<file path="src/rtl/core/rgbnv_pkg.sv">
`timescale 1ns / 1ps
package rgbnv_pkg;

   localparam int COUNT_W    = 12;
   localparam int HALF_W     = 12;
   localparam int STRIDE_W   = 14;
   localparam int SLICE_W    = 13;
   localparam int OFFSET_W   = 26;
   localparam int CSR_ADDR_W = 4;
   localparam int CSR_DATA_W = 32;

   localparam int MAX_HALF_HEIGHT = 2048;

   localparam logic [HALF_W-1:0]   HALF_WIDTH_RESET   = 12'd960;
   localparam logic [HALF_W-1:0]   HALF_HEIGHT_RESET  = 12'd540;
   localparam logic [STRIDE_W-1:0] ROW_STRIDE_RESET   = 14'd1920;
   localparam logic [SLICE_W-1:0]  SLICE_HEIGHT_RESET = 13'd1080;

   typedef enum logic [1:0] {
      REG_HALF_WIDTH   = 2'd0,
      REG_HALF_HEIGHT  = 2'd1,
      REG_ROW_STRIDE   = 2'd2,
      REG_SLICE_HEIGHT = 2'd3
   } reg_index_type;

   typedef enum logic [1:0] {
      PLANE_LUMA = 2'd0,
      PLANE_U    = 2'd1,
      PLANE_V    = 2'd2
   } plane_type;

   typedef struct packed {
      logic [7:0] red;
      logic [7:0] green;
      logic [7:0] blue;
   } pixel_type;

   // red in the low bits, as the line entry is laid out
   typedef struct packed {
      logic [8:0] blue;
      logic [8:0] green;
      logic [8:0] red;
   } pair_sum_type;

   typedef struct packed {
      logic [STRIDE_W-1:0] width_px;
      logic [SLICE_W-1:0]  height_px;
      logic [STRIDE_W-1:0] row_stride;
      logic [OFFSET_W-1:0] uv_base;
   } cfg_type;

   typedef struct packed {
      logic [7:0]          luma;
      logic [7:0]          u_val;
      logic [7:0]          v_val;
      logic [OFFSET_W-1:0] luma_offset;
      logic [OFFSET_W-1:0] uv_offset;
      logic                chroma;
      logic                frame_end;
   } item_type;

   function automatic logic [7:0] luma_of(input logic [7:0] r, input logic [7:0] g,
                                          input logic [7:0] b);
      logic [16:0] acc;
      acc = 17'd66 * {9'd0, r} + 17'd129 * {9'd0, g} + 17'd25 * {9'd0, b} + 17'd128;
      return acc[15:8] + 8'd16;
   endfunction

   // bias of 128*256 keeps the sum positive
   function automatic logic [7:0] u_of(input logic [7:0] r, input logic [7:0] g,
                                       input logic [7:0] b);
      logic [16:0] acc;
      acc = 17'd32896 + 17'd112 * {9'd0, b} - 17'd38 * {9'd0, r} - 17'd74 * {9'd0, g};
      return acc[15:8];
   endfunction

   function automatic logic [7:0] v_of(input logic [7:0] r, input logic [7:0] g,
                                       input logic [7:0] b);
      logic [16:0] acc;
      acc = 17'd32896 + 17'd112 * {9'd0, r} - 17'd94 * {9'd0, g} - 17'd18 * {9'd0, b};
      return acc[15:8];
   endfunction

endpackage

</file>
<file path="src/rtl/core/rgbnv_csr.sv">
`timescale 1ns / 1ps
module rgbnv_csr import rgbnv_pkg::*; #(
   parameter int MAX_WIDTH = 4096
) (
   input  logic                  clock,
   input  logic                  reset,
   input  logic                  psel,
   input  logic                  penable,
   input  logic                  pwrite,
   input  logic [CSR_ADDR_W-1:0] paddr,
   input  logic [CSR_DATA_W-1:0] pwdata,
   output logic [CSR_DATA_W-1:0] prdata,
   output logic                  pready,
   output cfg_type               cfg
);

   localparam int LINE_DEPTH = MAX_WIDTH / 2;

   logic [HALF_W-1:0]   half_width_ff, half_width_in;
   logic [HALF_W-1:0]   half_height_ff, half_height_in;
   logic [STRIDE_W-1:0] row_stride_ff, row_stride_in;
   logic [SLICE_W-1:0]  slice_height_ff, slice_height_in;
   logic [OFFSET_W-1:0] uv_base_ff, uv_base_in;
   logic [STRIDE_W+SLICE_W-1:0] base_full;
   logic [HALF_W:0]     hw_clamped;
   logic [HALF_W-1:0]   hh_clamped;
   reg_index_type       sel;
   logic                wr;

   assign pready = 1'b1;
   assign sel    = reg_index_type'(paddr[CSR_ADDR_W-1:2]);
   assign wr     = psel && penable && pwrite;

   always_comb begin
      half_width_in   = half_width_ff;
      half_height_in  = half_height_ff;
      row_stride_in   = row_stride_ff;
      slice_height_in = slice_height_ff;
      if (wr) begin
         unique case (sel)
            REG_HALF_WIDTH:   half_width_in   = pwdata[HALF_W-1:0];
            REG_HALF_HEIGHT:  half_height_in  = pwdata[HALF_W-1:0];
            REG_ROW_STRIDE:   row_stride_in   = pwdata[STRIDE_W-1:0];
            REG_SLICE_HEIGHT: slice_height_in = pwdata[SLICE_W-1:0];
            default:          half_width_in   = half_width_ff;
         endcase
      end
   end

   always_ff @(posedge clock) begin
      if (reset) begin
         half_width_ff   <= HALF_WIDTH_RESET;
         half_height_ff  <= HALF_HEIGHT_RESET;
         row_stride_ff   <= ROW_STRIDE_RESET;
         slice_height_ff <= SLICE_HEIGHT_RESET;
      end else begin
         half_width_ff   <= half_width_in;
         half_height_ff  <= half_height_in;
         row_stride_ff   <= row_stride_in;
         slice_height_ff <= slice_height_in;
      end
   end

   // chroma plane start, registered after the stride and slice height registers
   assign base_full  = row_stride_ff * slice_height_ff;
   assign uv_base_in = base_full[OFFSET_W-1:0];

   always_ff @(posedge clock) begin
      uv_base_ff <= uv_base_in;
   end

   always_comb begin
      if (half_width_ff == '0) begin
         hw_clamped = (HALF_W+1)'(1);
      end else if ({1'b0, half_width_ff} > (HALF_W+1)'(LINE_DEPTH)) begin
         hw_clamped = (HALF_W+1)'(LINE_DEPTH);
      end else begin
         hw_clamped = {1'b0, half_width_ff};
      end
      if (half_height_ff == '0) begin
         hh_clamped = HALF_W'(1);
      end else if (half_height_ff > HALF_W'(MAX_HALF_HEIGHT)) begin
         hh_clamped = HALF_W'(MAX_HALF_HEIGHT);
      end else begin
         hh_clamped = half_height_ff;
      end
   end

   always_comb begin
      cfg.width_px   = {hw_clamped, 1'b0};
      cfg.height_px  = {hh_clamped, 1'b0};
      cfg.row_stride = row_stride_ff;
      cfg.uv_base    = uv_base_ff;
   end

   always_comb begin
      unique case (sel)
         REG_HALF_WIDTH:   prdata = CSR_DATA_W'(half_width_ff);
         REG_HALF_HEIGHT:  prdata = CSR_DATA_W'(half_height_ff);
         REG_ROW_STRIDE:   prdata = CSR_DATA_W'(row_stride_ff);
         REG_SLICE_HEIGHT: prdata = CSR_DATA_W'(slice_height_ff);
         default:          prdata = '0;
      endcase
   end

endmodule

</file>
<file path="config.mk">
export PLATFORM = sky130hd
export DESIGN_NAME = rgbnv_csr
export DESIGN_NICKNAME = d
export VERILOG_FILES = /design/src/rtl/core/rgbnv_pkg.sv /design/src/rtl/core/rgbnv_csr.sv
export SDC_FILE = /design/constraint.sdc
export NUM_CORES = 1
export LEC_CHECK = 0
export ABC_AREA = 0
export ABC_CLOCK_PERIOD_IN_PS = 5900
export BUFFER_PORTS_ARGS = -buffer_cell sky130_fd_sc_hd__buf_2
export CORE_MARGIN = 10
export CORE_UTILIZATION = 30
export CTS_BUF_LIST = sky130_fd_sc_hd__clkbuf_4 sky130_fd_sc_hd__clkbuf_8
export CTS_CLUSTER_SIZE = 28
export DETAILED_ROUTE_END_ITERATION = 12
export GPL_TIMING_DRIVEN = 1
export SYNTH_ARGS = -nofsm -noshare
export SYNTH_HDL_FRONTEND = slang
export SYNTH_SLANG_ARGS = --single-unit
export TNS_END_PERCENT = 100
</file>
<file path="constraint.sdc">
create_clock -name clock -period 5.9 [get_ports clock]
set_input_delay 0.295 -clock clock [delete_from_list [all_inputs] [get_ports clock]]
set_output_delay 0.295 -clock clock [all_outputs]
set_load 0.05 [all_outputs]
</file>
# [Yosys cells after proc, flatten, opt, wreduce, memory -nomap -nowiden]
# Cells that the tools add are included.
[word_totals] out_inout_bits=100 ff_bits=77 in_bits=41
[op_classes] n_mul=1 n_lt_le_gt_ge=2 eq_ne=3 reduce_logical=9 muxes=5
[ops] op="32-bit case mux with 4 select lines" count=1
[ops] op="12-bit two-way mux" count=4
[ops] op="14-bit by 13-bit multiplier with 26-bit output" count=1
[ops] op="12-bit greater-than comparator (second input constant)" count=2
[ops] op="12-bit zero test" count=2
[ops] op="2-bit AND reduction" count=4
[ops] op="2-bit == test (second input constant)" count=2
[ops] op="2-bit by 1-bit == test with 1-bit output (second input constant)" count=1
[ops] op="1-bit logical AND" count=2
[ops] op="2-bit zero test" count=1

# [Depth between registers and ports, before layout]
# Gate-level depths: netlist of run 1.
[depth] ltp_word=3 depth_mapped=20 depth_no_buf=18

# [Least setup slack after synthesis of run 1]
# Ideal clock, no wire load.
[synth_timing] path_type="reg-to-reg" start="reg row_stride_ff[6]" end="reg uv_base_ff[24]" period_less_slack_ps=5177 setup_slack_ps=723 setup_ps=72 t_required_ps=5828 stages_incl_launch_ff=18 arrival_time_ps=5105 n_path_buf=1 cell_sequence="dfxtp_1 -> clkbuf_1 -> nand2_1 -> fa_1 -> inv_1 -> fa_1 -> fa_1 -> fa_1 -> inv_1 -> fa_1 -> inv_1 -> ha_1 -> a21oi_1 -> nor2_2 -> a2111oi_4 -> o21bai_2 -> a221oi_2 -> xnor2_1"
[synth_between] elab_chain_cells=1
[synth_rtl] element="from (decl)" line="rgbnv_csr.sv:21" rtl="logic [STRIDE_W-1:0] row_stride_ff, row_stride_in;"
[synth_rtl] element="from (signal assigned)" line="rgbnv_csr.sv:59" rtl="row_stride_ff <= row_stride_in;"
[synth_rtl] element="14-bit by 13-bit multiplier with 26-bit output" line="rgbnv_csr.sv:65" rtl="assign base_full = row_stride_ff * slice_height_ff;"
[synth_rtl] element="net base_full[24]" line="rgbnv_csr.sv:24" rtl="logic [STRIDE_W+SLICE_W-1:0] base_full;"
[synth_rtl] element="to (signal assigned)" line="rgbnv_csr.sv:69" rtl="uv_base_ff <= uv_base_in;"
[synth_rtl] element="to (decl)" line="rgbnv_csr.sv:23" rtl="logic [OFFSET_W-1:0] uv_base_ff, uv_base_in;"
# The timed path passes the listed nets, and every way through them passes these cells.
# A chain may end at the register's enable or synchronous reset.

# [Worst setup path in the final report of run 1]
[layout_timing] start="reg row_stride_ff[7]" end="reg uv_base_ff[22]"
# The elaborated chain is that of the path after synthesis.

==> results of run 1 <==
-- Yosys cell counts (3+ instances only) --
cell	instances	area [sq um]
nand2_1	209	785
inv_1	181	679
fa_1	131	2620
and2_1	87	544
dfxtp_1	77	1540
ha_1	69	863
a21oi_1	50	250
clkbuf_1	46	173
buf_4	22	165
nor2b_1	22	138
nand3b_1	17	128
nor2_1	17	63.8
xnor2_1	16	140
mux4_2	12	270
a21o_1	8	60.1
xor2_1	7	61.3
nand3_1	6	30.0
o21ai_0	6	30.0
nor4_1	5	31.3
buf_2	4	20.0
nor3_1	4	20.0
o21a_1	4	30.0
nand4_1	3	18.8
o21bai_1	3	22.5
o22ai_1	3	18.8
-- routing by layer --
layer,GRT usage,vias up
met5,0,-
met2,0.218,163
met1,0.163,3602
li1,-,3277
met4,0.0311,0
met3,0.0225,17
-- flip-flops by register name, summed over array words and instances, names as in the netlist --
signal / cells
uv_base_ff: 26
row_stride_ff: 14
slice_height_ff: 13
half_height_ff: 12
half_width_ff: 12
-- area by class of cell --
class / count / share of cell area
clock buffers: 9 / 0.0124
clock inverters: 7 / 0.00913
inverters: 181 / 0.0679
multi-input cells: 731 / 0.649
flip-flops and latches: 77 / 0.154
well taps: 390 / 0.0488
repair buffers: 111 / 0.0588
-- worst max-delay path, cell delays in order, from the launching register on --
cell and delay, ns:
dfxtp_1 0.75, buf_4 0.25, nand2_1 0.07, fa_1 0.53
inv_1 0.07, fa_1 0.55, fa_1 0.43, fa_1 0.49
inv_1 0.05, fa_1 0.47, inv_1 0.04, ha_1 0.35
nand2_1 0.11, nor2_2 0.06, a2111oi_4 0.46, nor3_1 0.18
a211oi_1 0.28, o22ai_1 0.13
-- cell usage in the layout (no fill, tap or decap), drive strengths merged, types with 5 or more instances in the layout --
cell	count
nand2	209
inv	184
fa	131
buf	111
and2	87
dfxtp	77
ha	69
a21oi	52
nor2b	22
conb	22
nor2	18
nand3b	17
xnor2	16
mux4	12
clkbuf	9
a21o	8
o21ai	8
xor2	7
nand3	6
nor4	5
nor3	5
-- metrics by stage --
step | std cells | cell area [sq um]
2_1_floorplan | 1062 | 9070
6_report | 1506 | 10000
4_1_cts | 1506 | 10000
3_5_place_dp | 1490 | 9790
5_1_grt | 1506 | 10000
3_3_place_gp | 1490 | 9790
-- cell families (layout without fill, tap and decap cells) --
group                    after synthesis  in the layout
AO/OA/AOI/OAI                         92             92
XOR/XNOR                              23             23
adder cells (fa/ha/maj)              200            200
buffers and inverters                254            308
flip-flops                            77             77
multiplexers                          13             13
other                                  2             22
AND/OR/NAND/NOR                      381            381
-- how the worst min path moves through the flow --
stage / to
floorplan: half_width_ff[6]
global placement: half_height_ff[0]
detailed placement: half_width_ff[0]
CTS: row_stride_ff[13]
global route: row_stride_ff[13]
finish: row_stride_ff[13]
-- power groups by stage --
stage	clock, mW	combinational [mW]	sequential (mW)
3_5_place_dp	0	0.715	0.603
5_1_grt	0.505	0.776	0.596
6_report	0.463	0.705	0.590
3_3_place_gp	0	0.711	0.602
4_1_cts	0.487	0.717	0.591
2_1_floorplan	0	0.418	0.739
==> impl_metrics.env, run 1 <==
export IMPL_fillers=3204
export IMPL_ios=141
export IMPL_avgSynthCellArea_sq_um=8.64
export IMPL_root_buffer="clkbuf_8"
export IMPL_worstReg2RegStart="row_stride_ff[7]"
export IMPL_multi_input_area_sq_um=6490
export IMPL_rsz0062_at_grt="no"
export IMPL_cp_max_fo=13
export IMPL_hold_path_depth=3
export IMPL_synthXorXnorAreaFrac=0.0224
export IMPL_async_reset_ff_frac=0
export IMPL_clk_pin_slew_ns=0.10
export IMPL_grt_overflow=0
export IMPL_clock_sinks=77
export IMPL_slew_headroom=0.341
export IMPL_final_util=0.338
export IMPL_met2_length_microns=12100
export IMPL_internal_power_uw=988
export IMPL_tns_ns=0
export IMPL_place_gp_congestion=0.844
export IMPL_synthFlopType="dfxtp_1"
export IMPL_totalWireLength_microns=23500
export IMPL_worstSkewPairLatency_ns=0.39
export IMPL_cp_startpoint="row_stride_ff[7]"
export IMPL_antenna_found_initial=0
export IMPL_setup_ws_ns=0.512
export IMPL_synth_fa_ha_area_frac=0.387
export IMPL_synth_top_family_by_area="adder cells"
export IMPL_holdWs_ns=0.159
export IMPL_ant_nets=0
export IMPL_critPathLaunchType="register"
export IMPL_timing_fmax_mhz=186
export IMPL_power_density_nw_per_um2=176
export IMPL_cp_end_kind="register"
export IMPL_synth_cells=1042
export IMPL_wl_met1_microns=9910
export IMPL_critPathKind="register to register"
export IMPL_dr_pass1_iters=4
export IMPL_core_area_sq_um=29600
export IMPL_ys_warn_count=0
export IMPL_maxUsedRoutingLayer="met4"
export IMPL_reg2reg_to="uv_base_ff[22]"
export IMPL_cts_resized=0
export IMPL_power_switching_uw=770
export IMPL_power_total_mw=1.76
export IMPL_synth_mux_area_frac=0.0311
export IMPL_drt_iter0_markers=449
export IMPL_groute_usage_overall=0.127
export IMPL_drv_slew=0
export IMPL_outcome="completed"
export IMPL_die_w_microns=193
export IMPL_yosys_area_share_simple=0.205
export IMPL_pwr_share_seq=0.336
export IMPL_wl_met3_microns=1190
export IMPL_hold_path_class="input pin to register"
export IMPL_finalSetupViolCount=0
export IMPL_dp_slack_ns=0.570
export IMPL_hold_viol_final=0
export IMPL_die_area_sq_um=37300
export IMPL_portBuffers=98
export IMPL_tightest_slew_ns=0.987
export IMPL_p_leak_nw=5.02
export IMPL_holdBufCountCts=0
export IMPL_routed_via_density=4.69
export IMPL_power_share_switching=0.438
export IMPL_rrSetupSlack_ns=0.51
export IMPL_arrival_ns=5.64
export IMPL_cts_buffer_depth=2
export IMPL_cts_tree="done"
export IMPL_grt_first_pass_wirelength_microns=37600
export IMPL_drv_cap=0
export IMPL_placementRows=63
export IMPL_required_ns=6.16
export IMPL_start_util=0.304
export IMPL_synth_edff_count=0
export IMPL_fp_dieH_microns=193
export IMPL_hpwl_microns=18600
export IMPL_h_tree_depth=3
export IMPL_period_share=0.913
export IMPL_synth_compound_area_share=0.0667
export IMPL_hp_start="pwdata[13]"
export IMPL_num_antenna_cells=0
export IMPL_drc=0
export IMPL_ff_latch_area_sq_um=1540
export IMPL_rr_worst_depth=17
export IMPL_fin_nets=1352
export IMPL_area_delta_synth_final_pct=11.2
export IMPL_cts_buffers=9
export IMPL_syn_area_sq_um=9000
export IMPL_synth_cell_types=52
export IMPL_vias=7059
export IMPL_grt_pass1_vias=6936
export IMPL_final_min_clock_period_ns=5.39
export IMPL_drive_above_1_share=0.134
export IMPL_synth_seq_area_share=0.171
export IMPL_ys_ff_latch=77
export IMPL_postCtsSetupRepairBufs=0
export IMPL_p_clk_frac=0.264
export IMPL_ir_drop_v=0.000106
export IMPL_p_comb_frac=0.401
export IMPL_clock_skew_ns=0.0140
export IMPL_grt_max_degree=52
export IMPL_endpoint="uv_base_ff[22]"
export IMPL_wl_per_cell_microns=15.6
Note: power is estimated with default switching activity, not from simulation.
==> inputs of run 2 (changes only) <==
- ABC_CLOCK_PERIOD_IN_PS: 5900 -> 5700
- BUFFER_PORTS_ARGS: -buffer_cell sky130_fd_sc_hd__buf_2 -> -buffer_cell sky130_fd_sc_hd__buf_4
- SLEW_MARGIN: unset -> 20
- clock period: 5.9 -> 5.7 ns (I/O delays scaled with it)
==> impl_metrics.env, run 2 (synthesized netlist as in run 1, its figures left out) <==
export IMPL_cts_buffer_depth=2
export IMPL_p_leak_nw=5.13
export IMPL_grt_max_degree=52
export IMPL_vias=7042
export IMPL_place_gp_congestion=0.833
export IMPL_antenna_found_initial=0
export IMPL_fillers=3124
export IMPL_die_w_microns=193
export IMPL_timing_fmax_mhz=186
export IMPL_hold_viol_final=0
export IMPL_cts_buffers=9
export IMPL_top_regs="uv_base_ff x26, row_stride_ff x14, slice_height_ff x13"
export IMPL_slew_headroom=0.459
export IMPL_h_tree_depth=3
export IMPL_cts_resized=0
export IMPL_power_total_mw=1.87
export IMPL_placementRows=63
export IMPL_drt_iter0_markers=362
export IMPL_ios=141
export IMPL_setup_ws_ns=0.336
export IMPL_root_buffer="clkbuf_8"
export IMPL_clk_pin_slew_ns=0.10
export IMPL_groute_usage_overall=0.128
export IMPL_ir_drop_v=0.0000916
export IMPL_critPathKind="register to register"
export IMPL_final_min_clock_period_ns=5.36
export IMPL_postCtsSetupRepairBufs=0
export IMPL_hpwl_microns=18900
export IMPL_num_antenna_cells=0
export IMPL_finalSetupViolCount=0
export IMPL_fin_nets=1361
export IMPL_portBuffers=98
export IMPL_die_area_sq_um=37300
export IMPL_drc=0
export IMPL_start_util=0.304
export IMPL_dr_pass1_iters=5
export IMPL_cp_max_fo=13
export IMPL_wl_per_cell_microns=15.5
export IMPL_power_density_nw_per_um2=181
export IMPL_outcome="completed"
export IMPL_grt_pass1_vias=7030
export IMPL_fp_dieH_microns=193
export IMPL_required_ns=5.99
export IMPL_worstSkewPairLatency_ns=0.40
export IMPL_period_share=0.941
export IMPL_tns_ns=0
export IMPL_core_area_sq_um=29600
export IMPL_top_register="uv_base_ff"
export IMPL_ant_nets=0
export IMPL_totalWireLength_microns=23500
export IMPL_drive_above_1_share=0.141
export IMPL_area_delta_synth_final_pct=14.7
export IMPL_arrival_ns=5.65
export IMPL_layout_commonest_cell="nand2_1"
export IMPL_clock_sinks=77
export IMPL_cp_end_kind="register"
export IMPL_drv_cap=0
export IMPL_drv_slew=0
export IMPL_grt_first_pass_wirelength_microns=38000
export IMPL_largest_reg_flops=26
export IMPL_grt_overflow=0
export IMPL_final_cell_mix="209 x nand2_1, 181 x inv_1, 131 x fa_1, 120 x buf_4, 87 x and2_1"
export IMPL_clock_skew_ns=0.0155
export IMPL_critPathLaunchType="register"
export IMPL_hold_path_class="input pin to register"
export IMPL_routed_via_density=4.65
export IMPL_rsz0062_at_grt="no"
export IMPL_holdBufCountCts=0
export IMPL_dp_slack_ns=0.368
export IMPL_tightest_slew_ns=0.805
export IMPL_cts_tree="done"
==> run 2: changes by cell type in the layout (fill, tap and decap cells not counted) <==
cell / change
buf_4: +107
buf_2: -98
clkinv_4: +1
clkinvlp_4: -1
==> run 2: worst max-delay path, stage by stage (launching register included) <==
cell	delay, ns
dfxtp_1	0.49
and2_1	0.27
fa_1	0.53
inv_1	0.05
fa_1	0.47
inv_1	0.05
fa_1	0.49
inv_1	0.05
fa_1	0.49
fa_1	0.49
inv_1	0.04
ha_1	0.35
nand2_1	0.12
nor3b_2	0.30
o21ai_1	0.23
o311ai_4	0.47
o221ai_1	0.19
xnor2_1	0.16
==> run 2: final cells by class <==
| type | count | area [sq um] | share of cell area |
|---|---|---|---|
| multi-input cells | 731 | 6490 | 0.629 |
| flip-flops and latches | 77 | 1540 | 0.149 |
| repair buffers | 120 | 901 | 0.0873 |
| inverters | 181 | 679 | 0.0659 |
| well taps | 390 | 488 | 0.0473 |
| clock buffers | 9 | 124 | 0.0120 |
| clock inverters | 7 | 92.6 | 0.00897 |
==> run 2: per-stage QoR <==
stage          hold slack [ns]  area, sq um  instances  utilization
4_1_cts                  0.132        10300       1515        0.348
3_5_place_dp             0.474        10100       1499        0.341
2_1_floorplan            0.391         9070       1062            -
3_3_place_gp             0.475        10100       1499        0.341
6_report                 0.142        10300       1515        0.348
5_1_grt                  0.140        10300       1515        0.348
==> run 2: metal layers <==
metal | global-route usage | vias up | share of wire
met2 | 0.216 | 175 | 0.51
met4 | 0.0266 | 0 | 0.013
li1 | - | 3296 | -
met3 | 0.0268 | 26 | 0.051
met5 | 0 | - | 0
met1 | 0.166 | 3545 | 0.43
==> run 2: worst paths after layout <==
kind	startpoint	end	depth (start not counted)	slack, ns
worst min-delay path	pwdata[7]	row_stride_ff[7]	3	0.14
worst max register to register	row_stride_ff[7]	uv_base_ff[25]	17	0.34
worst max-delay path	row_stride_ff[7]	uv_base_ff[25]	17	0.34
worst min register to register	half_width_ff[0]	half_width_ff[0]	2	0.50
==> run 2: power breakdown <==
group          switching (mW)  internal (mW)  total, mW  leakage [nW]
sequential             0.0280          0.587      0.615         0.627
clock                   0.270          0.214      0.484         0.109
combinational           0.508          0.258      0.766          4.39
total                   0.807           1.06       1.87          5.13
