`config.mk`:
```
export PLATFORM = sky130hd
export DESIGN_NAME = rgbnv_emit_flat
export DESIGN_NICKNAME = d
export VERILOG_FILES = /design/src/rtl/core/rgbnv_pkg.sv /design/src/rtl/core/rgbnv_byte_if.sv /design/src/rtl/core/rgbnv_emit.sv /design/src/flat_wrapper.sv
export SDC_FILE = /design/constraint.sdc
export NUM_CORES = 1
export LEC_CHECK = 0
export ABC_AREA = 1
export BUFFER_PORTS_ARGS = -buffer_cell sky130_fd_sc_hd__buf_2
export CAP_MARGIN = 20
export CORE_MARGIN = 4
export CORE_UTILIZATION = 45
export CTS_CLUSTER_DIAMETER = 150
export DETAILED_ROUTE_END_ITERATION = 8
export PLACE_DENSITY_LB_ADDON = 0.25
export SETUP_SLACK_MARGIN = 0.15
export SYNTH_ARGS = -nofsm -noshare
export SYNTH_HDL_FRONTEND = slang
export SYNTH_SLANG_ARGS = --single-unit
export TNS_END_PERCENT = 1
```
`constraint.sdc`:
```
create_clock -name clock -period 2.17 [get_ports clock]
set_clock_uncertainty 0.05 [all_clocks]
set_input_delay 0.434 -clock clock [delete_from_list [all_inputs] [get_ports clock]]
set_output_delay 0.434 -clock clock [all_outputs]
set_load 0.01 [all_outputs]
```
`src/rtl/core/rgbnv_pkg.sv`:
```
`timescale 1ns / 1ps
package rgbnv_pkg;

   localparam int COUNT_W    = 12;
   localparam int HALF_W     = 12;
   localparam int STRIDE_W   = 14;
   localparam int SLICE_W    = 13;
   localparam int OFFSET_W   = 26;
   localparam int CSR_ADDR_W = 4;
   localparam int CSR_DATA_W = 32;

   localparam int MAX_HALF_HEIGHT = 2048;

   localparam logic [HALF_W-1:0]   HALF_WIDTH_RESET   = 12'd960;
   localparam logic [HALF_W-1:0]   HALF_HEIGHT_RESET  = 12'd540;
   localparam logic [STRIDE_W-1:0] ROW_STRIDE_RESET   = 14'd1920;
   localparam logic [SLICE_W-1:0]  SLICE_HEIGHT_RESET = 13'd1080;

   typedef enum logic [1:0] {
      REG_HALF_WIDTH   = 2'd0,
      REG_HALF_HEIGHT  = 2'd1,
      REG_ROW_STRIDE   = 2'd2,
      REG_SLICE_HEIGHT = 2'd3
   } reg_index_type;

   typedef enum logic [1:0] {
      PLANE_LUMA = 2'd0,
      PLANE_U    = 2'd1,
      PLANE_V    = 2'd2
   } plane_type;

   typedef struct packed {
      logic [7:0] red;
      logic [7:0] green;
      logic [7:0] blue;
   } pixel_type;

   // red in the low bits, as the line entry is laid out
   typedef struct packed {
      logic [8:0] blue;
      logic [8:0] green;
      logic [8:0] red;
   } pair_sum_type;

   typedef struct packed {
      logic [STRIDE_W-1:0] width_px;
      logic [SLICE_W-1:0]  height_px;
      logic [STRIDE_W-1:0] row_stride;
      logic [OFFSET_W-1:0] uv_base;
   } cfg_type;

   typedef struct packed {
      logic [7:0]          luma;
      logic [7:0]          u_val;
      logic [7:0]          v_val;
      logic [OFFSET_W-1:0] luma_offset;
      logic [OFFSET_W-1:0] uv_offset;
      logic                chroma;
      logic                frame_end;
   } item_type;

   function automatic logic [7:0] luma_of(input logic [7:0] r, input logic [7:0] g,
                                          input logic [7:0] b);
      logic [16:0] acc;
      acc = 17'd66 * {9'd0, r} + 17'd129 * {9'd0, g} + 17'd25 * {9'd0, b} + 17'd128;
      return acc[15:8] + 8'd16;
   endfunction

   // bias of 128*256 keeps the sum positive
   function automatic logic [7:0] u_of(input logic [7:0] r, input logic [7:0] g,
                                       input logic [7:0] b);
      logic [16:0] acc;
      acc = 17'd32896 + 17'd112 * {9'd0, b} - 17'd38 * {9'd0, r} - 17'd74 * {9'd0, g};
      return acc[15:8];
   endfunction

   function automatic logic [7:0] v_of(input logic [7:0] r, input logic [7:0] g,
                                       input logic [7:0] b);
      logic [16:0] acc;
      acc = 17'd32896 + 17'd112 * {9'd0, r} - 17'd94 * {9'd0, g} - 17'd18 * {9'd0, b};
      return acc[15:8];
   endfunction

endpackage

```
`src/rtl/core/rgbnv_byte_if.sv`:
```
`timescale 1ns / 1ps
interface rgbnv_byte_if import rgbnv_pkg::*; ();
   logic                valid;
   logic                ready;
   logic [OFFSET_W-1:0] byte_offset;
   logic [7:0]          byte_value;
   logic [1:0]          plane_kind;
   logic                run_last;
   logic                frame_end;

   modport source (output valid, byte_offset, byte_value, plane_kind, run_last, frame_end,
                   input ready);
   modport sink (input valid, byte_offset, byte_value, plane_kind, run_last, frame_end,
                 output ready);
endinterface

```
`src/rtl/core/rgbnv_emit.sv`:
```
`timescale 1ns / 1ps
module rgbnv_emit import rgbnv_pkg::*; (
   input  logic                clock,
   input  logic                reset,
   input  logic                load,
   input  item_type            item,
   output logic                can_load,
   rgbnv_byte_if.source        rsp
);

   item_type  item_ff;
   logic      valid_ff, valid_in;
   plane_type phase_ff, phase_in;
   logic      xfer;
   logic      last;

   assign xfer     = valid_ff && rsp.ready;
   assign last     = (phase_ff == PLANE_V) || (phase_ff == PLANE_LUMA && !item_ff.chroma);
   assign can_load = !valid_ff || (xfer && last);

   always_comb begin
      valid_in = valid_ff;
      phase_in = phase_ff;
      if (load) begin
         valid_in = 1'b1;
         phase_in = PLANE_LUMA;
      end else if (xfer) begin
         if (last) begin
            valid_in = 1'b0;
         end else begin
            unique case (phase_ff)
               PLANE_LUMA: phase_in = PLANE_U;
               PLANE_U:    phase_in = PLANE_V;
               PLANE_V:    phase_in = PLANE_V;
               default:    phase_in = PLANE_LUMA;
            endcase
         end
      end
   end

   always_ff @(posedge clock) begin
      if (reset) begin
         valid_ff <= 1'b0;
         phase_ff <= PLANE_LUMA;
      end else begin
         valid_ff <= valid_in;
         phase_ff <= phase_in;
      end
   end

   always_ff @(posedge clock) begin
      if (load) begin
         item_ff <= item;
      end
   end

   always_comb begin
      rsp.valid      = valid_ff;
      rsp.plane_kind = phase_ff;
      rsp.run_last   = last;
      rsp.frame_end  = last && item_ff.frame_end;
      unique case (phase_ff)
         PLANE_LUMA: begin
            rsp.byte_offset = item_ff.luma_offset;
            rsp.byte_value  = item_ff.luma;
         end
         PLANE_U: begin
            rsp.byte_offset = item_ff.uv_offset;
            rsp.byte_value  = item_ff.u_val;
         end
         PLANE_V: begin
            rsp.byte_offset = item_ff.uv_offset + OFFSET_W'(1);
            rsp.byte_value  = item_ff.v_val;
         end
         default: begin
            rsp.byte_offset = item_ff.luma_offset;
            rsp.byte_value  = item_ff.luma;
         end
      endcase
   end

   a_load_starts_luma: assert property (@(posedge clock) disable iff (reset)
      load |=> valid_ff && phase_ff == PLANE_LUMA)
      else $error("loaded item does not start with luma");

   a_u_then_v: assert property (@(posedge clock) disable iff (reset)
      xfer && phase_ff == PLANE_U |=> valid_ff && phase_ff == PLANE_V)
      else $error("U transfer not followed by V");

   a_luma_only: assert property (@(posedge clock) disable iff (reset)
      valid_ff && !item_ff.chroma |-> phase_ff == PLANE_LUMA)
      else $error("chroma phase on a luma-only pixel");

endmodule

```
`src/flat_wrapper.sv`:
```
// flat-port wrapper written by rule: the top's interface ports become plain ports
module rgbnv_emit_flat import rgbnv_pkg::*;
  (clock, reset, load, item, can_load, rsp_valid, rsp_byte_offset, rsp_byte_value, rsp_plane_kind, rsp_run_last, rsp_frame_end, rsp_ready);
  rgbnv_byte_if rsp_i ();
  input  logic clock;
  input  logic reset;
  input  logic load;
  input  item_type item;
  output logic can_load;
  output wire logic [$bits(rsp_i.valid)-1:0] rsp_valid;
  output wire logic [$bits(rsp_i.byte_offset)-1:0] rsp_byte_offset;
  output wire logic [$bits(rsp_i.byte_value)-1:0] rsp_byte_value;
  output wire logic [$bits(rsp_i.plane_kind)-1:0] rsp_plane_kind;
  output wire logic [$bits(rsp_i.run_last)-1:0] rsp_run_last;
  output wire logic [$bits(rsp_i.frame_end)-1:0] rsp_frame_end;
  input wire logic [$bits(rsp_i.ready)-1:0] rsp_ready;
  assign rsp_valid = rsp_i.valid;
  assign rsp_byte_offset = rsp_i.byte_offset;
  assign rsp_byte_value = rsp_i.byte_value;
  assign rsp_plane_kind = rsp_i.plane_kind;
  assign rsp_run_last = rsp_i.run_last;
  assign rsp_frame_end = rsp_i.frame_end;
  assign rsp_i.ready = rsp_ready;
  rgbnv_emit u_core (.clock(clock), .reset(reset), .load(load), .item(item), .can_load(can_load), .rsp(rsp_i));
endmodule
```
# ---- Word level (Yosys, flattened, before mapping)
# Cells that the tools add are included.
dict set report totals {
  mem_count 0
  mem_bits_rw 0
  inputBits 82
  mem_bits_ro 0
  elab_cells 34
  reg_bits 81
  latch_bits 0
}
dict set report classes {
  shift 0
  n_reduce_logical 15
  n_div 0
  eq_ne 2
  bitwise_logic 1
  muxes 6
  multipliers 0
  order_cmp 0
  addsub 1
}
# cell count
set ops {}
lappend ops {{26-bit one-hot mux with 2 select lines} 1}
lappend ops {{26-bit by 1-bit adder with 26-bit output (second input constant)} 1}
lappend ops {{8-bit one-hot mux with 2 select lines} 1}
lappend ops {{1-bit logical AND} 4}
lappend ops {{2-bit one-hot mux with 2 select lines} 1}
lappend ops {{2-bit AND reduction} 2}
lappend ops {{2-bit nonzero test} 2}
lappend ops {{2-bit OR reduction} 2}
lappend ops {{1-bit 2-to-1 mux} 3}
lappend ops {{2-bit by 1-bit == test with 1-bit output (second input constant)} 1}
lappend ops {{2-bit == test (second input constant)} 1}
lappend ops {{1-bit logical NOT} 2}
lappend ops {{2-bit logical NOT} 1}
lappend ops {{1-bit logical OR} 2}
lappend ops {{1-bit inverter} 1}

# ---- Depth between registers and ports, before layout
# Gate-level depths: netlist (run 1).
dict set report depth {
  ltp_word 6
  depth_mapped 10
}

# ---- Worst setup path before layout (run 1)
# No wires, ideal clock.
dict set report synth_timing {
  path_kind {flip-flop to output port}
  startpoint {register u_core.phase_ff[0], in the netlist u_core.rsp.plane_kind[0]}
  endpoint {output port rsp_byte_offset[13]}
  t_required_ns 1.686
  arrival_time_ns 1.525
  slack_ns 0.161
  stages_incl_launch_ff 7
  path_buffers 1
  cell_sequence {dfxtp_1 inv_1 ha_1 inv_2 buf_1 a21oi_1 a21oi_1}
}
dict set report synth_via {
  elab_chain_cells 2
  elab_cells_between_ends 3
  classes_between {eq/ne (2); mux (1)}
}
# element line_no
set synth_lines {}
lappend synth_lines {{start, declared} rgbnv_emit.sv:13} ;# plane_type phase_ff, phase_in;
lappend synth_lines {{start signal, assigned} rgbnv_emit.sv:47} ;# phase_ff <= phase_in;
lappend synth_lines {{2-bit == test or 2-bit by 1-bit == test with 1-bit output (tied branches)} rgbnv_emit.sv:62} ;# unique case (phase_ff)
lappend synth_lines {{26-bit one-hot mux with 2 select lines *} rgbnv_emit.sv:62}
lappend synth_lines {{end, declared} flat_wrapper.sv:11} ;# output wire logic [$bits(rsp_i.byte_offset)-1:0] rsp_byte_offset;
# Mark *: on every way between the ends. The rest lies on a longest branch, timed or not.

# ---- Worst setup path in the final report (run 1)
dict set report layout_timing {
  startpoint {register u_core.item_ff[2] in the netlist's numbering}
  endpoint {output port rsp_byte_offset[14]}
}
dict set report layout_via {
  elab_chain_cells 2
}
# element line_no
set layout_lines {}
lappend layout_lines {{start, declared} rgbnv_emit.sv:11} ;# item_type item_ff;
lappend layout_lines {{start signal, assigned} rgbnv_emit.sv:53} ;# item_ff <= item;
lappend layout_lines {{26-bit by 1-bit adder with 26-bit output} rgbnv_emit.sv:72} ;# rsp.byte_offset = item_ff.uv_offset + OFFSET_W'(1);
lappend layout_lines {{26-bit one-hot mux with 2 select lines} rgbnv_emit.sv:62}
# Every way passes these cells.

==> flow_summary.json, run 1 <==
{
  "clk_pin_slew_worst_paths_ns": 0.09,
  "insertion_delay_ns": 0.34,
  "drc": 0,
  "ctsHoldBuffers": 0,
  "layout_setup_ws_ns": -0.2230,
  "area_delta_synth_final_pct": 28.16,
  "grt_overflow": 0,
  "violations": "negative setup slack",
  "place_ws_ns": 0.1539,
  "grt_max_degree": 47,
  "slew_viol_final": 0,
  "yosys_register_bits": 81,
  "setup_viol": 22,
  "core_area_sq_um": 8382,
  "rows": 33,
  "yosys.area.top_type": "edfxtp_1",
  "ir_drop_uv": 577.1,
  "cts.sinks": 81,
  "relSlewSlack": 0.7555,
  "p_switching_uw": 907.5,
  "syn_avg_cell_area_sq_um": 9.624,
  "cts_max_level": 3,
  "internal_power_mw": 2.466,
  "path_class": "reg2out",
  "final_cell_mix": "buf_2 (120), nand2_1 (114), edfxtp_1 (78)",
  "routabilityCongestion": 0.8276,
  "die_x_um": 101.5,
  "stdcell_count": 650,
  "start_util": 0.4696,
  "power.share.sequential": 0.569,
  "holdCritStartpoint": "item[31]",
  "dp.cells": 630,
  "synth_cells": 409,
  "end_kind": "output port",
  "cap_violations": 0,
  "p_comb_frac": 0.132,
  "hold_class": "in2reg",
  "power_density_nw_per_um2": 668.6,
  "wire_per_inst_um": 14.77,
  "grt_usage": 0.1930,
  "clock_path_buffers": 2,
  "first_pass_iters": 4,
  "required_ns": 1.69,
  "nets": 626,
  "stdcell_area_sq_um": 5045,
  "reg2reg_from": "u_core.rsp.plane_kind[0]",
  "cts_tree": "built",
  "hpwl_mm": 6.878,
  "min_path_cells": 1,
  "cts_buffers": 9,
  "port_buffers": 121,
  "period_minus_slack_ns": 2.393,
  "fin_util": 0.6019,
  "num-fill-cells": 733,
  "synth_top_area_frac": 0.5950,
  "layout-drive-gt1-share": 0.3596,
  "setup_tns_ns": -2.261,
  "synth.area.top_cells": "edfxtp_1 (60%), nand2_1 (11%), a21oi_1 (6.9%)",
  "worstRegToRegCells": 8,
  "synth_nets": 495,
  "grt_pass1_vias": 3185,
  "place_area_sq_um": 4731,
  "min_to": "u_core.item_ff[31]",
  "worst_slew_pin_slew_ns": 0.3668,
  "synth.distinct_cells": 26,
  "p_sw_frac": 0.2691,
  "arrival_ns": 1.91,
  "root_buffer": "clkbuf_8",
  "syn_area_sq_um": 3936,
  "rr_endpoint": "u_core.rsp.plane_kind[0]",
  "antenna_left": 0,
  "hold_viol": 0,
  "antenna_found_initial": 0,
  "num_vias": 3256,
  "ys_seq_area_frac": 0.6103,
  "status": "finished, violations left",
  "clkPwrFrac": 0.299,
  "io_pins": 122,
  "power_mw": 3.373,
  "viasPerCell": 5.009,
  "cp_max_fo": 5,
  "grt_pass1_wl_mm": 15.36,
  "p_leak_nw": 2.146,
  "drt_iter0_markers": 162,
  "final_common_cell": "buf_2",
  "drt-total-wl_mm": 9.600,
  "dieHeight_um": 101.5,
  "dieArea_sq_um": 10310,
  "hold_slack_ns": 0.2045,
  "n_antenna_cell": 0,
  "min_period_over_period": 1.103,
  "timing.reg2reg.setup_slack_ns": 0.69,
  "cp-start-kind": "flop",
  "rsz0062_at_grt": "yes",
  "ys_warn_count": 0,
  "fmaxAchievable_mhz": 417.9
}
-- how the worst max path moves through the flow --
stage / from / end
global route: u_core.item_ff[2] / rsp_byte_offset[18]
finish: u_core.item_ff[2] / rsp_byte_offset[14]
detailed placement: u_core.item_ff[2] / rsp_byte_offset[18]
CTS: u_core.item_ff[2] / rsp_byte_offset[20]
global placement: u_core.item_ff[2] / rsp_byte_offset[22]
floorplan: u_core.rsp.plane_kind[0] / rsp_byte_offset[13]
-- kinds of logic after synthesis --
logic type,synth area share
AND/OR/NAND/NOR,0.2298
flip-flops,0.6103
AO/OA/AOI/OAI,0.1055
buffers and inverters,0.04164
adder cells (fa/ha/maj),0.01272
-- worst max-delay path, cell delays in order (launching register included) --
cell and delay (ns):
edfxtp_1 0.40, ha_2 0.20, nand2_2 0.07, nor2_4 0.18, nand2_4 0.09, nor2_4 0.17
buf_4 0.13, nand2_1 0.04, nand3_1 0.08, a21oi_1 0.06, buf_2 0.14
-- registers in the layout, summed over array words and instances, names as in the netlist --
register and count:
u_core.item_ff 78, u_core.rsp.valid 1, u_core.rsp.plane_kind 2
-- Yosys cell counts, drive strengths merged --
library cell,instances
a22oi,1
a21oi,54
buf,5
nor3,1
o221ai,1
a21boi,1
clkbuf,7
nor2,53
ha,4
edfxtp,78
dfxtp,3
o21bai,5
inv,31
nand4,2
o21ai,15
a22o,1
or2,1
nand3,19
nand2,127
-- power groups by stage --
stage               logic, mW  registers, mW  clock network (mW)
floorplan               0.206           1.94                   0
global placement        0.424           1.95                   0
detailed placement      0.433           1.95                   0
CTS                     0.443           1.92                1.04
global route            0.500           1.93                1.09
finish                  0.445           1.92                1.01
-- area by class of cell --
type	count	area (sq um)	share of cell area
clock inverters	6	51.30	0.01017
inverters	31	121.4	0.02406
clock buffers	10	127.6	0.02530
well taps	105	131.4	0.02604
multi-input cells	285	1454	0.2882
flip-flops and latches	81	2407	0.4772
repair buffers	132	752.0	0.1491
-- repair_timing --
| item | 4_1_cts | 5_1_grt |
|---|---|---|
| resized for setup | 17 | 17 |
| buffers inserted | 0 | 4 |
| endpoints found under the setup margin | 37 | 36 |
| hold endpoints to repair | 0 | 0 |
| pin swaps | 12 | 10 |
-- per-layer routing --
metal	global-route usage	vias up	part of all wire
met2	0.3174	100	0.49
met1	0.2384	1493	0.41
li1	-	1649	-
met4	0.07464	0	0.018
met5	0	-	0
met3	0.05992	14	0.081
No activity file was read; power rests on OpenSTA's default activity.
==> run 2, diff against run 1 <==
--- a/config.mk
+++ b/config.mk
@@ -9,7 +9,7 @@
 export BUFFER_PORTS_ARGS = -buffer_cell sky130_fd_sc_hd__buf_2
 export CAP_MARGIN = 20
 export CORE_MARGIN = 4
-export CORE_UTILIZATION = 45
+export CORE_UTILIZATION = 51
 export CTS_CLUSTER_DIAMETER = 150
 export DETAILED_ROUTE_END_ITERATION = 8
 export PLACE_DENSITY_LB_ADDON = 0.25
==> run 2 against run 1 <==
Net effect: the flow still finishes with violations (negative setup slack); maximum frequency up 2.2%; design area increased by 0.50%; combinational power hardly changed; sequential power hardly changed; via count grew 1.8%; power grew 0.83%; setup slack improved by 0.051 ns; critical path type unchanged.
==> flow_summary.json, run 2 (same netlist as run 1, synthesis figures left out) <==
{
  "status": "finished, violations left",
  "violations": "negative setup slack",
  "routabilityCongestion": 0.8882,
  "end_kind": "output port",
  "ir_drop_uv": 578.0,
  "p_switching_uw": 923.0,
  "cp-start-kind": "flop",
  "n_antenna_cell": 0,
  "grt_max_degree": 40,
  "antenna_found_initial": 0,
  "clk_pin_slew_worst_paths_ns": 0.10,
  "stdcell_area_sq_um": 5070,
  "path_class": "reg2out",
  "grt_pass1_wl_mm": 14.55,
  "cts_max_level": 3,
  "first_pass_iters": 4,
  "port_buffers": 121,
  "internal_power_mw": 2.478,
  "p_sw_frac": 0.2714,
  "period_minus_slack_ns": 2.342,
  "p_comb_frac": 0.132,
  "power_density_nw_per_um2": 670.8,
  "setup_tns_ns": -2.281,
  "cp_max_fo": 5,
  "setup_viol": 23,
  "critPathMostFrequentCell": "nand2_1",
  "num_vias": 3316,
  "grt_usage": 0.2128,
  "rows": 31,
  "worst_slew_pin_slew_ns": 0.3796,
  "ctsHoldBuffers": 0,
  "cp_slowest_cell": "edfxtp_1",
  "min_path_cells": 1,
  "p_leak_nw": 2.163,
  "clock_path_buffers": 2,
  "nets": 627,
  "worstPathCellList": "nand2_2 > nor2_2 > nand2_1 > nor2_4 > nand2_1 > a21oi_2 > nand2_1 > nand2_1 > buf_2",
  "clkPwrFrac": 0.304,
  "io_pins": 122,
  "drc": 0,
  "required_ns": 1.69,
  "fmaxAchievable_mhz": 427.0,
  "arrival_ns": 1.86,
  "place_area_sq_um": 4733,
  "layout-drive-gt1-share": 0.3590,
  "worstRegToRegCells": 8,
  "slew_viol_final": 0,
  "cpPeakStageDelay_ns": 0.44,
  "start_util": 0.5341,
  "root_buffer": "clkbuf_8",
  "hold_class": "in2reg",
  "relSlewSlack": 0.7469,
  "cts_buffers": 9,
  "dieArea_sq_um": 9188,
  "rsz0062_at_grt": "yes",
  "wire_per_inst_um": 14.43,
  "dieHeight_um": 95.86,
  "power.share.sequential": 0.565,
  "largest_reg_flops": 78,
  "die_x_um": 95.86,
  "min_period_over_period": 1.079,
  "num-fill-cells": 602,
  "final_cell_mix": "buf_2 (120), nand2_1 (114), edfxtp_1 (78)",
  "hold_viol": 0,
  "grt_overflow": 0,
  "final_common_cell": "buf_2",
  "viasPerCell": 5.141,
  "antenna_left": 0,
  "cts.sinks": 81,
  "insertion_delay_ns": 0.35,
  "hpwl_mm": 6.535,
  "core_area_sq_um": 7370,
  "cap_violations": 0,
  "grt_pass1_vias": 3158,
  "cts_tree": "built",
  "regMostFlops": "u_core.item_ff",
  "layout_setup_ws_ns": -0.1718,
  "area_delta_synth_final_pct": 28.80,
  "drt-total-wl_mm": 9.310,
  "drt_iter0_markers": 193
}
==> run 2: cell types whose count changed in the layout (fill, tap and decap cells not counted), moves of 2 or more <==
| cell | change |
|---|---|
| a21oi_1 | +4 |
| a21oi_2 | -4 |
| clkinvlp_4 | -3 |
| inv_6 | +4 |
| nor2_1 | -2 |
| nor2_4 | +2 |
==> run 2: power by group through the flow <==
stage,clock [mW],combinational (mW),sequential [mW]
after floorplan,0,0.206,1.94
after global placement,0,0.416,1.95
final,1.03,0.448,1.92
after CTS,1.07,0.445,1.92
after detailed placement,0,0.425,1.95
after global routing,1.14,0.500,1.93
==> run 2: what timing repair did <==
action / in CTS / in global routing
gates cloned: 1 / 0
gates resized for setup: 22 / 17
pin swaps: 9 / 4
endpoints found under the setup margin: 37 / 35
setup buffers: 1 / 0
hold endpoints to repair: 0 / 0
==> run 2: layout make-up <==
| class | count | area [sq um] | share of cell area |
|---|---|---|---|
| flip-flops and latches | 81 | 2410 | 0.4753 |
| inverters | 31 | 126.4 | 0.02493 |
| repair buffers | 133 | 767.0 | 0.1513 |
| multi-input cells | 285 | 1460 | 0.2880 |
| clock inverters | 7 | 58.81 | 0.01160 |
| well taps | 99 | 123.9 | 0.02443 |
| clock buffers | 9 | 123.9 | 0.02443 |
==> run 2: path summary, 6_finish.rpt <==
| path | start | slack [ns] | to |
|---|---|---|---|
| setup / recovery | u_core.item_ff[11] | -0.17 | rsp_byte_offset[20] |
| hold reg to reg | u_core.rsp.plane_kind[1] | 0.48 | u_core.rsp.plane_kind[1] |
| setup reg to reg | u_core.rsp.plane_kind[0] | 0.73 | u_core.rsp.plane_kind[0] |
| hold / removal | item[6] | 0.19 | u_core.item_ff[6] |
==> run 2: worst max-delay path, delay by kind of cell, from the launching register on <==
| family | cells | cell delay (ns) |
|---|---|---|
| simple gates | 7 | 0.81 |
| flops | 1 | 0.44 |
| compound gates | 1 | 0.13 |
| buf+inv | 1 | 0.12 |
==> run 2: metal layers <==
layer / GRT usage / part of all wire
met5: 0 / 0
met2: 0.3590 / 0.49
met1: 0.2403 / 0.39
met3: 0.08444 / 0.10
met4: 0.08768 / 0.019
==> run 2: stage by stage <==
| stage | hold WS (ns) | utilization | power, mW | worst slack (ns) | instances |
|---|---|---|---|---|---|
| 2_1_floorplan | 0.4787 | - | 2.142 | 0.1610 | 409 |
| 3_3_place_gp | 0.4506 | 0.6423 | 2.365 | 0.2029 | 627 |
| 3_5_place_dp | 0.4735 | 0.6423 | 2.378 | 0.1793 | 627 |
| 4_1_cts | 0.1720 | 0.6808 | 3.431 | -0.1977 | 645 |
| 5_1_grt | 0.1592 | 0.6879 | 3.575 | -0.3333 | 645 |
| 6_report | 0.1916 | 0.6879 | 3.401 | -0.1718 | 645 |
